[src/rtl/sha256_pkg.sv]
`timescale 1ns / 1ps
`default_nettype none

package sha256_pkg;

  localparam int unsigned WORD_W  = 32;
  localparam int unsigned BLOCK_W = 512;
  localparam int unsigned FILL_W  = 6;
  localparam int unsigned ROUND_W = 6;
  localparam int unsigned LEN_W   = 64;
  localparam int unsigned LENCNT_W = 4;

  localparam logic [7:0] PAD_BYTE = 8'h80;
  localparam logic [FILL_W-1:0] FILL_LAST = 6'd63;
  localparam logic [FILL_W-1:0] FILL_LEN  = 6'd56;
  localparam logic [LENCNT_W-1:0] LEN_BYTES = 4'd8;
  localparam logic [ROUND_W-1:0] ROUND_LAST = 6'd63;
  localparam logic [2:0] WORD_LAST = 3'd7;

  localparam logic [31:0] IV [8] = '{
    32'h6a09e667, 32'hbb67ae85, 32'h3c6ef372, 32'ha54ff53a,
    32'h510e527f, 32'h9b05688c, 32'h1f83d9ab, 32'h5be0cd19
  };

  localparam logic [31:0] K [64] = '{
    32'h428a2f98, 32'h71374491, 32'hb5c0fbcf, 32'he9b5dba5,
    32'h3956c25b, 32'h59f111f1, 32'h923f82a4, 32'hab1c5ed5,
    32'hd807aa98, 32'h12835b01, 32'h243185be, 32'h550c7dc3,
    32'h72be5d74, 32'h80deb1fe, 32'h9bdc06a7, 32'hc19bf174,
    32'he49b69c1, 32'hefbe4786, 32'h0fc19dc6, 32'h240ca1cc,
    32'h2de92c6f, 32'h4a7484aa, 32'h5cb0a9dc, 32'h76f988da,
    32'h983e5152, 32'ha831c66d, 32'hb00327c8, 32'hbf597fc7,
    32'hc6e00bf3, 32'hd5a79147, 32'h06ca6351, 32'h14292967,
    32'h27b70a85, 32'h2e1b2138, 32'h4d2c6dfc, 32'h53380d13,
    32'h650a7354, 32'h766a0abb, 32'h81c2c92e, 32'h92722c85,
    32'ha2bfe8a1, 32'ha81a664b, 32'hc24b8b70, 32'hc76c51a3,
    32'hd192e819, 32'hd6990624, 32'hf40e3585, 32'h106aa070,
    32'h19a4c116, 32'h1e376c08, 32'h2748774c, 32'h34b0bcb5,
    32'h391c0cb3, 32'h4ed8aa4a, 32'h5b9cca4f, 32'h682e6ff3,
    32'h748f82ee, 32'h78a5636f, 32'h84c87814, 32'h8cc70208,
    32'h90befffa, 32'ha4506ceb, 32'hbef9a3f7, 32'hc67178f2
  };

  typedef enum logic [2:0] {
    ST_IDLE,
    ST_PAD,
    ST_ROUND,
    ST_UPDATE,
    ST_OUT
  } state_t;

  typedef struct packed {
    logic push;
    logic load;
    logic round;
    logic update;
    logic init;
  } ctrl_t;

  function automatic logic [31:0] ror32(input logic [31:0] x, input int unsigned n);
    ror32 = (x >> n) | (x << (32 - n));
  endfunction

endpackage

`default_nettype wire

[src/rtl/sha256_sched.sv]
`timescale 1ns / 1ps
`default_nettype none

module sha256_sched (
  input  wire logic              clk,
  input  wire sha256_pkg::ctrl_t ctrl,
  input  wire logic [7:0]        push_data,
  output logic [31:0]            w
);
  import sha256_pkg::*;

  logic [BLOCK_W-1:0] blk;
  logic [WORD_W-1:0]  w1;
  logic [WORD_W-1:0]  w9;
  logic [WORD_W-1:0]  w14;
  logic [WORD_W-1:0]  s0;
  logic [WORD_W-1:0]  s1;
  logic [WORD_W-1:0]  w_new;

  // window holds w[j] .. w[j+15], w[j] in the top word
  assign w   = blk[511:480];
  assign w1  = blk[479:448];
  assign w9  = blk[223:192];
  assign w14 = blk[63:32];

  always_comb begin
    s0    = ror32(w1, 7) ^ ror32(w1, 18) ^ (w1 >> 3);
    s1    = ror32(w14, 17) ^ ror32(w14, 19) ^ (w14 >> 10);
    w_new = w + s0 + w9 + s1;
  end

  always_ff @(posedge clk) begin
    if (ctrl.push) begin
      blk <= {blk[BLOCK_W-9:0], push_data};
    end else if (ctrl.round) begin
      blk <= {blk[BLOCK_W-WORD_W-1:0], w_new};
    end
  end

endmodule

`default_nettype wire

[src/rtl/sha256_core.sv]
`timescale 1ns / 1ps
`default_nettype none

module sha256_core (
  input  wire logic              clk,
  input  wire logic              rst,
  input  wire sha256_pkg::ctrl_t ctrl,
  input  wire logic [5:0]        round_idx,
  input  wire logic [31:0]       w,
  input  wire logic [2:0]        word_sel,
  output logic [31:0]            hash_word
);
  import sha256_pkg::*;

  logic [WORD_W-1:0] hash [8];
  logic [WORD_W-1:0] v [8];
  logic [WORD_W-1:0] v_next [8];
  logic [WORD_W-1:0] big0;
  logic [WORD_W-1:0] big1;
  logic [WORD_W-1:0] mj;
  logic [WORD_W-1:0] chs;
  logic [WORD_W-1:0] x1;
  logic [WORD_W-1:0] x2;

  always_comb begin
    big0 = ror32(v[0], 2) ^ ror32(v[0], 13) ^ ror32(v[0], 22);
    mj   = (v[0] & v[1]) ^ (v[0] & v[2]) ^ (v[1] & v[2]);
    big1 = ror32(v[4], 6) ^ ror32(v[4], 11) ^ ror32(v[4], 25);
    chs  = (v[4] & v[5]) ^ (~v[4] & v[6]);
    x1   = v[7] + big1 + chs + K[round_idx] + w;
    x2   = big0 + mj;
    v_next[0] = x1 + x2;
    v_next[1] = v[0];
    v_next[2] = v[1];
    v_next[3] = v[2];
    v_next[4] = v[3] + x1;
    v_next[5] = v[4];
    v_next[6] = v[5];
    v_next[7] = v[6];
  end

  always_ff @(posedge clk) begin
    if (ctrl.load) begin
      v <= hash;
    end else if (ctrl.round) begin
      v <= v_next;
    end
  end

  always_ff @(posedge clk) begin
    if (rst || ctrl.init) begin
      hash <= IV;
    end else if (ctrl.update) begin
      for (int i = 0; i < 8; i++) begin
        hash[i] <= hash[i] + v[i];
      end
    end
  end

  assign hash_word = hash[word_sel];

endmodule

`default_nettype wire

[src/rtl/sha256_stream_hasher.sv]
`timescale 1ns / 1ps
`default_nettype none
// each input byte is taken in ST_IDLE; the 64th byte of a block starts the
// shared round unit (ST_ROUND), then the hash update (ST_UPDATE)
// last byte: padding bytes up to the block end, each block through ST_ROUND and
// ST_UPDATE, then eight digest transfers, one per cycle while m_axis_tready is high
// rst (synchronous) loads the initial hash and clears length and fill; the same
// happens after the eighth digest transfer

module sha256_stream_hasher (
  input  wire logic        clk,
  input  wire logic        rst,
  input  wire logic        s_axis_tvalid,
  output logic             s_axis_tready,
  input  wire logic [7:0]  s_axis_tdata,   // data_byte
  input  wire logic        s_axis_tlast,   // last_byte
  input  wire logic        s_axis_tuser,   // empty_message
  output logic             m_axis_tvalid,
  input  wire logic        m_axis_tready,
  output logic [39:0]      m_axis_tdata,   // digest_word, word_index, zero fill
  output logic             m_axis_tlast    // digest_last
);
  import sha256_pkg::*;

  state_t state;
  state_t state_next;
  ctrl_t  ctrl;

  logic [FILL_W-1:0]   fill;
  logic [LEN_W-1:0]    message_bits;
  logic [LENCNT_W-1:0] len_cnt;
  logic [ROUND_W-1:0]  round_cnt;
  logic [2:0]          out_idx;
  logic                sent80;
  logic                finishing;

  logic       in_xfer;
  logic       out_xfer;
  logic       done;
  logic       block_full;
  logic       len_push;
  logic [7:0] pad_byte;
  logic [7:0] push_data;
  logic [WORD_W-1:0] w;
  logic [WORD_W-1:0] hash_word;

  assign in_xfer  = s_axis_tvalid && s_axis_tready;
  assign out_xfer = m_axis_tvalid && m_axis_tready;
  assign done     = out_xfer && (out_idx == WORD_LAST);

  always_comb begin
    len_push = (state == ST_PAD) && sent80 && ((len_cnt != '0) || (fill == FILL_LEN));
    if (!sent80) begin
      pad_byte = PAD_BYTE;
    end else if (len_push) begin
      pad_byte = message_bits[LEN_W-1 -: 8];
    end else begin
      pad_byte = 8'h00;
    end
    push_data  = (state == ST_PAD) ? pad_byte : s_axis_tdata;
    block_full = ctrl.push && (fill == FILL_LAST);
  end

  // next state
  always_comb begin
    state_next = state;
    case (state)
      ST_IDLE: begin
        if (in_xfer) begin
          if (block_full) begin
            state_next = ST_ROUND;
          end else if (s_axis_tlast) begin
            state_next = ST_PAD;
          end
        end
      end
      ST_PAD: begin
        if (block_full) begin
          state_next = ST_ROUND;
        end
      end
      ST_ROUND: begin
        if (round_cnt == ROUND_LAST) begin
          state_next = ST_UPDATE;
        end
      end
      ST_UPDATE: begin
        if (!finishing) begin
          state_next = ST_IDLE;
        end else if (len_cnt == LEN_BYTES) begin
          state_next = ST_OUT;
        end else begin
          state_next = ST_PAD;
        end
      end
      ST_OUT: begin
        if (done) begin
          state_next = ST_IDLE;
        end
      end
      default: state_next = ST_IDLE;
    endcase
  end

  // outputs
  always_comb begin
    s_axis_tready = (state == ST_IDLE);
    m_axis_tvalid = (state == ST_OUT);
    ctrl.push     = (state == ST_PAD) ||
                    ((state == ST_IDLE) && s_axis_tvalid && !s_axis_tuser);
    ctrl.load     = ctrl.push && (fill == FILL_LAST);
    ctrl.round    = (state == ST_ROUND);
    ctrl.update   = (state == ST_UPDATE);
    ctrl.init     = (state == ST_OUT) && m_axis_tready && (out_idx == WORD_LAST);
  end

  always_ff @(posedge clk) begin
    if (rst) begin
      state        <= ST_IDLE;
      fill         <= '0;
      message_bits <= '0;
      len_cnt      <= '0;
      round_cnt    <= '0;
      out_idx      <= '0;
      sent80       <= 1'b0;
      finishing    <= 1'b0;
    end else begin
      state <= state_next;
      if (ctrl.push) begin
        fill <= fill + 1'b1;
      end
      // length shifts out msb first; it is back to zero after the last length byte
      if (in_xfer && !s_axis_tuser) begin
        message_bits <= message_bits + LEN_W'(8);
      end else if (len_push) begin
        message_bits <= {message_bits[LEN_W-9:0], 8'h00};
      end
      if (done) begin
        len_cnt <= '0;
      end else if (len_push) begin
        len_cnt <= len_cnt + 1'b1;
      end
      if (ctrl.round) begin
        round_cnt <= round_cnt + 1'b1;
      end
      if (out_xfer) begin
        out_idx <= out_idx + 1'b1;
      end
      if (done) begin
        sent80 <= 1'b0;
      end else if (state == ST_PAD) begin
        sent80 <= 1'b1;
      end
      if (done) begin
        finishing <= 1'b0;
      end else if (in_xfer) begin
        finishing <= s_axis_tlast;
      end
    end
  end

  sha256_sched u_sched (
    .clk       (clk),
    .ctrl      (ctrl),
    .push_data (push_data),
    .w         (w)
  );

  sha256_core u_core (
    .clk       (clk),
    .rst       (rst),
    .ctrl      (ctrl),
    .round_idx (round_cnt),
    .w         (w),
    .word_sel  (out_idx),
    .hash_word (hash_word)
  );

  assign m_axis_tdata = {5'b0, out_idx, hash_word};
  assign m_axis_tlast = (out_idx == WORD_LAST);

endmodule

`default_nettype wire

[config.mk]
export PLATFORM = sky130hd
export DESIGN_NAME = sha256_stream_hasher
export DESIGN_NICKNAME = d
export VERILOG_FILES = /design/src/rtl/sha256_pkg.sv /design/src/rtl/sha256_sched.sv /design/src/rtl/sha256_core.sv /design/src/rtl/sha256_stream_hasher.sv
export SDC_FILE = /design/constraint.sdc
export NUM_CORES = 2
export LEC_CHECK = 0
export BUFFER_PORTS_ARGS = -buffer_cell sky130_fd_sc_hd__buf_2
export CAP_MARGIN = 30
export CELL_PAD_IN_SITES_DETAIL_PLACEMENT = 0
export CELL_PAD_IN_SITES_GLOBAL_PLACEMENT = 1
export CORE_UTILIZATION = 25
export CTS_BUF_LIST = sky130_fd_sc_hd__clkbuf_4 sky130_fd_sc_hd__clkbuf_8 sky130_fd_sc_hd__clkbuf_16
export CTS_CLUSTER_SIZE = 12
export DETAILED_ROUTE_END_ITERATION = 16
export HOLD_SLACK_MARGIN = 0.02
export PLACE_DENSITY = 0.52
export SLEW_MARGIN = 5
export SYNTH_ARGS = -nofsm -noshare
export SYNTH_HDL_FRONTEND = slang
export SYNTH_SLANG_ARGS = --single-unit
[constraint.sdc]
create_clock -name clk -period 33.2 [get_ports clk]
set_input_delay 1.66 -clock clk [delete_from_list [all_inputs] [get_ports clk]]
set_output_delay 1.66 -clock clk [all_outputs]
set_load 0.005 [all_outputs]
Word level (Yosys, flattened, before mapping). Memories as Yosys holds them, arrays and structs flattened. Index checks and enable logic that the tools add are counted.

Register bits: 1112. Latch bits: 0. Bits in writable memories: 0. Memory bits (read-only): 2048. Input bits: 14. Output and inout bits: 43. Word-level logic and storage cells: 135. Memories: 1.

Add/sub/neg operators: 23. Multiply operators: 0. Divide/modulo/power cells: 0. Magnitude comparators: 2. Equal/unequal tests: 14. Shift-type cells: 0. Mux-type cells: 23. Bitwise logic cells: 29. Reductions and logical operators: 18.

Memory list: (name not given) (words 64, bits a word 32, read ports 1, clocked after memory_dff 0, wr ports 0, RTL line sha256_core.sv:30) `x1 = v[7] + big1 + chs + K[round_idx] + w;`.

Operators by type and width (count): $mux 512 (2); $add 32x32->32 (18); $mux 256 (2); $xor 32x32->32 (9); $and 32x32->32 (5); $mux 32 (4); $mux 64 (2); $bmux 32 s3 (1); $add 64x4->64 const B (1); $not 32->32 (1); $or 10x32->32 (1); $or 13x32->32 (1); $or 14x32->32 (1); $or 15x32->32 (1); $or 19x32->32 (1); $or 21x32->32 (1); $or 25x32->32 (1); $or 26x32->32 (1); $or 30x32->32 (1); $or 7x32->32 (1); $xor 32x22->32 (1); $xor 32x29->32 (1); $mux 3 (8); $mux 8 (3); other kinds (24) (41).

Depth between registers and ports, before layout.
Depth in word-level cells: 10. Mapped depth: 44. Mapped depth without buffers: 43.

Modules after synthesis. From an unflattened synthesis, not the netlist that was laid out.

Cells, all modules: 7301. Area total of the unflattened synthesis: 75954.1 sq um.

By module, submodules not included: sha256_core (times used 1, cells each 4931, area an instance 45082.0 sq um, sequential area each 12812.3 sq um); sha256_sched (times used 1, cells each 1716, area an instance 25928.6 sq um, sequential area each 15374.7 sq um); sha256_stream_hasher (times used 1, cells each 654, area an instance 4943.5 sq um, sequential area each 1701.6 sq um).

Least setup slack after synthesis. No wires, ideal clock.

Kind: in2reg. Start point: in s_axis_tvalid. End point: reg u_sched.blk[0] (enable). Library setup time: 3674 ps. Arrival time: 10863 ps. Required time: 29526 ps. Path slack: 18664 ps. Stages on the path: 5. Path buffers: 2. Cell sequence: nor2b_1 o21ai_0 clkbuf_1 clkbuf_1 nand2_1.

Cells in the longest elaborated chain, start to end: 4.

RTL lines: from (decl) (RTL line sha256_stream_hasher.sv:13) `input wire logic s_axis_tvalid,`; $logic_and 1x1->1 (2 in series) (RTL line sha256_stream_hasher.sv:110) `((state == ST_IDLE) && s_axis_tvalid && !s_axis_tuser);`; $logic_or 1x1->1 (RTL line sha256_stream_hasher.sv:109) `ctrl.push = (state == ST_PAD) ||`; $reduce_bool 2->1 (no source line); to (signal assigned) (RTL line sha256_sched.sv:34) `blk <= {blk[BLOCK_W-9:0], push_data};`; to (signal assigned) (RTL line sha256_sched.sv:36) `blk <= {blk[BLOCK_W-WORD_W-1:0], w_new};`; to (decl) (RTL line sha256_sched.sv:12) `logic [BLOCK_W-1:0] blk;`.

No other way between the ends. A chain may end at the register's enable or synchronous reset.

Final worst setup path.
Start point: reg round_cnt[1]. End point: reg u_core.v[255] in the netlist's numbering (data pin).

Cells in the longest elaborated chain, start to end: 9.

RTL lines: from (decl) (RTL line sha256_stream_hasher.sv:32) `logic [ROUND_W-1:0] round_cnt;`; from (signal assigned) (RTL line sha256_stream_hasher.sv:144) `round_cnt <= round_cnt + 1'b1;`; $not 6->7 (implied by the code) (RTL line sha256_core.sv:30); $mem_v2 64x32; $mux 32 (implied by the code) (2 in series) (RTL line sha256_core.sv:30); $add 32x32->32 (2 in series) (RTL line sha256_core.sv:30); $add 32x32->32 (RTL line sha256_core.sv:32) `v_next[0] = x1 + x2;`; $mux 256 (RTL line sha256_core.sv:45) `end else if (ctrl.round) begin`; $mux 256 (RTL line sha256_core.sv:43) `if (ctrl.load) begin`; to (signal assigned) (RTL line sha256_core.sv:44) `v <= hash;`; to (signal assigned) (RTL line sha256_core.sv:46) `v <= v_next;`; to (decl) (RTL line sha256_core.sv:16) `logic [WORD_W-1:0] v [8];`.

No other way between the ends. The select of a mux whose other input is x is not followed.

==> impl_results.md <==
* Drt pass-1 iters at 5
* Initial Utilization at 25.1%
* Compound-Gate Fraction of Synth Area at 14.4%
* Placed Cells incl. Taps at 12073
* R2R Setup Slk at 22.41 ns
* Hold-fix buffers, CTS at 0
* Status: finished, final reports clean
* # setup viols final at 0
* RSZ-0062 raised after global routing: no
* Hold EP: finishing
* Number of max-cap violations at 0
* Initial antenna violation count at 5
* Max Freq at 92.7 MHz
* Max-Slew Margin vs Limit at 26.1%
* Vias in the first global route at 60002
* Clk buf depth at 4
* Hold_sp: finishing
* Leakage at between 30 and 40 nW
* #FFs+latches synth at about 1100
* Cell depth of the worst flop-to-flop path at 39
* Asr flop ratio synth at 0%
* Reg2reg start: round_cnt[1]
* Final-layout fill cell count at 31747
* DRT antenna net count at 0
* Arrival @ worst endpoint at 11.33 ns
* Port-buffer cells at 51
* Buffer count from post-CTS setup fixing at 0
* Final wirelength at roughly 270 mm
* Total number of vias at 60074
* PwrDens at 69.1 nW/µm²
* Root Buffer: clkbuf_16
* Synth warn at 0
* Sequential-to-total area share from yosys stat at 40.1%
* Full die area at 300000 µm²
* DR DRC count at 0
* Resized Gates After CTS at 0
* Largest net degree at the start of global routing at about 210
* Met2 WL at approximately 120 mm
* Syn_area_per_cell at 8.80 µm²
* Multiplexer share of the synthesized area at 3.19%
* Post-Synth Adder-Cell Area at 11.9%
* Drt wl/cell at 21.7 µm
* Setup CP Type: register to register
* Uppermost routed layer: met4
* Die Span Y at 548 µm
* Req. time, crit path at ~34 ns
* Core box area at 297000 µm²
* Final worst path period need at 10.79 ns
* Drt first-iter violations at 4527
* Unique masters post-synth at 103
* Hold path depth at 2
* Site Rows at 200
* Largest stage delay, worst path at 1.07 ns
* Layout cells sized above 1 at 7.02%
* Period utilization at between 30% and 40%
* Final Hold Fails at 0
* Post-Synthesis Cells at 8477
* WL met3 at 9.72 mm
* Non-Filler Instances at 12352
* Post-synthesis cell area at 74600 µm²
* Min-delay worst type: register to register
* Fin Setup TNS at 0 ns
* Simple-gate share of the synthesized area at 19.3%
* GPL Wtd Cong at 0.886
* Worst-path clk slew at ~0.07 ns
* Max Fanout on Critical Path at 21
* Largest family of logic cells by synthesized area: simple AND/OR/NAND/NOR gates
* Cts bufs inserted at approximately 150
* Clk_lat worst skew at 0.84 ns
* Clk sinks at 1109
* Critical Path Start Type: register
* H-tree levels at 4
* Final HPWL DP at 195 mm
* Critical path's slowest cell: ha_1
* Number of flops mapped to enable cells by yosys at 768
* Slew Limit Fails at 0
* Setup Skew at 0.0551 ns
* Post-synthesis xor/xnor area fraction at 6.95%
* CTS tree: yes
* P&R area growth vs syn at 12.4%
* DR vias/cell at 4.86
* Global Route Usage Sum at 17.5%
* Crit. End Element: register
* Maximum VDD drop at around 0.072 mV
* Worst slew pin tran at 1.10 ns
* IO Count at between 50 and 60
* Nets at 8901
* Main synth FF type: edfxtp_1
* Crit Reg-Reg Endpoint: u_core.v[255]
* GRT Residual Overflow at 0
* First-pass GRT wire length at ~400 mm
* DIE WIDTH at between 500 and 600 µm
* Metal-1 WL at 126 mm
where the power goes:
group	internal, mW	leakage (nW)	switching, mW
Combinational	0.948	21.9	1.38
Sequential	1.71	10.1	0.120
Clock	0.966	2.42	0.670
critical path: cells and delay by family (launching register included):
family | cells | cell delay (ns)
DFF | 1 | 0.33
AOI/OAI and AO/OA | 18 | 4.14
adders and majority gates | 7 | 3.49
xor gates and xnor gates | 2 | 0.39
and+or+nand+nor | 7 | 1.39
buffers and inverters | 5 | 0.76
cell usage after synthesis (all sizes together), types with 11 or more instances:
| library cell | count | share of area, % |
|---|---|---|
| a2111oi | 12 | 0.21 |
| a211oi | 63 | 0.67 |
| a21o | 214 | 2.2 |
| a21oi | 548 | 3.7 |
| a221oi | 20 | 0.24 |
| a22oi | 13 | 0.13 |
| a311oi | 15 | 0.19 |
| a31oi | 70 | 0.62 |
| and2 | 24 | 0.20 |
| and3 | 52 | 0.44 |
| buf | 52 | 0.29 |
| clkbuf | 443 | 2.2 |
| dfxtp | 341 | 9.2 |
| edfxtp | 768 | 31 |
| fa | 195 | 5.2 |
| ha | 397 | 6.7 |
| inv | 328 | 1.7 |
| mux2 | 52 | 0.79 |
| mux2i | 22 | 0.30 |
| mux4 | 70 | 2.1 |
| nand2 | 2596 | 13 |
| nand2b | 61 | 0.51 |
| nand3 | 125 | 0.85 |
| nand3b | 11 | 0.11 |
| nand4 | 39 | 0.34 |
| nor2 | 376 | 1.9 |
| nor2b | 57 | 0.48 |
| nor3 | 92 | 0.62 |
| nor4 | 13 | 0.12 |
| o211ai | 110 | 1.1 |
| o21a | 52 | 0.52 |
| o21ai | 389 | 2.6 |
| o21bai | 41 | 0.42 |
| o22ai | 11 | 0.092 |
| o311ai | 17 | 0.20 |
| o31ai | 32 | 0.33 |
| or3 | 32 | 0.28 |
| xnor2 | 382 | 4.5 |
| xor2 | 210 | 2.5 |
area by class of cell:
cell class / count / area (µm²) / area share [%]
timing repair buffer: 154 / 1270 / 1.52
multi-input combinational: 6546 / 41600 / 49.7
antenna: 5 / 12.5 / 0.0149
sequential: 1109 / 29900 / 35.7
clock buffer: 211 / 4380 / 5.22
inverter: 331 / 1240 / 1.48
tap: 3939 / 4930 / 5.88
clock inverter: 57 / 432 / 0.515
metrics by stage:
step / util, % / hold slack (ns) / instance area (µm²) / total power, mW / setup WS, ns
after global routing: 28.2 / 0.503 / 83800 / 6.18 / 21.79
after detailed placement: 26.6 / 0.473 / 78800 / 4.18 / 22.47
final: 28.2 / 0.479 / 83800 / 5.79 / 22.41
after floorplan: - / 0.450 / 74600 / 3.55 / 18.66
after global placement: 26.5 / 0.465 / 78700 / 4.17 / 22.38
after CTS: 28.2 / 0.484 / 83600 / 5.86 / 22.44
sequential cells by signal (all words and copies together), names as in the netlist:
name          cells
u_sched.blk     512
u_core.hash     256
u_core.v        256
message_bits     61
fill              6
round_cnt         6
len_cnt           4
out_idx           3
state             3
finishing         1
sent80            1
layout by cell type, fill, tap and decap left out, types with 19 or more instances in the layout:
cell type,count
nand2_1,2593
edfxtp_1,768
a21oi_1,543
ha_1,397
xnor2_1,382
nor2_1,376
o21ai_0,364
dfxtp_1,334
inv_1,327
a21o_1,214
xor2_1,210
fa_1,195
clkbuf_16,158
nand3_1,124
o211ai_1,109
nor3_1,91
buf_4,85
mux4_2,70
a31oi_1,67
nand2b_1,61
a211oi_1,59
nor2b_1,57
buf_2,53
mux2_2,52
o21a_1,51
and3_1,49
clkbuf_4,49
o21bai_1,40
nand4_1,38
o31ai_1,31
or3_1,31
clkinv_1,30
o21ai_1,23
and2_1,23
mux2i_1,22
a221oi_1,19
worst max-delay path by stage:
stage                   from             end  slack [ns]  cells past startpoint
2_1_floorplan  s_axis_tvalid  u_sched.blk[0]       18.66                      5
3_3_place_gp    round_cnt[1]   u_core.v[255]       22.38                     40
3_5_place_dp    round_cnt[1]   u_core.v[255]       22.47                     39
4_1_cts         round_cnt[1]   u_core.v[255]       22.44                     39
5_1_grt         round_cnt[1]   u_core.v[255]       21.79                     39
6_report        round_cnt[1]   u_core.v[255]       22.41                     39
cell families (layout without fill, tap and decap cells):
logic type | count (synthesis) | after routing
other | 1 | 10
muxes | 144 | 144
AOI/OAI and AO/OA | 1696 | 1696
adders and majority gates | 595 | 595
DFF | 1109 | 1109
and+or+nand+nor | 3514 | 3514
xor gates and xnor gates | 592 | 592
buffers and inverters | 826 | 753
per-layer routing:
metal,up-vias,GRT usage [%]
met4,0,5.05
met1,29650,24.1
li1,28829,-
met2,1256,28.9
met3,339,1.85
met5,-,0
(Power assumes the default switching activity.)
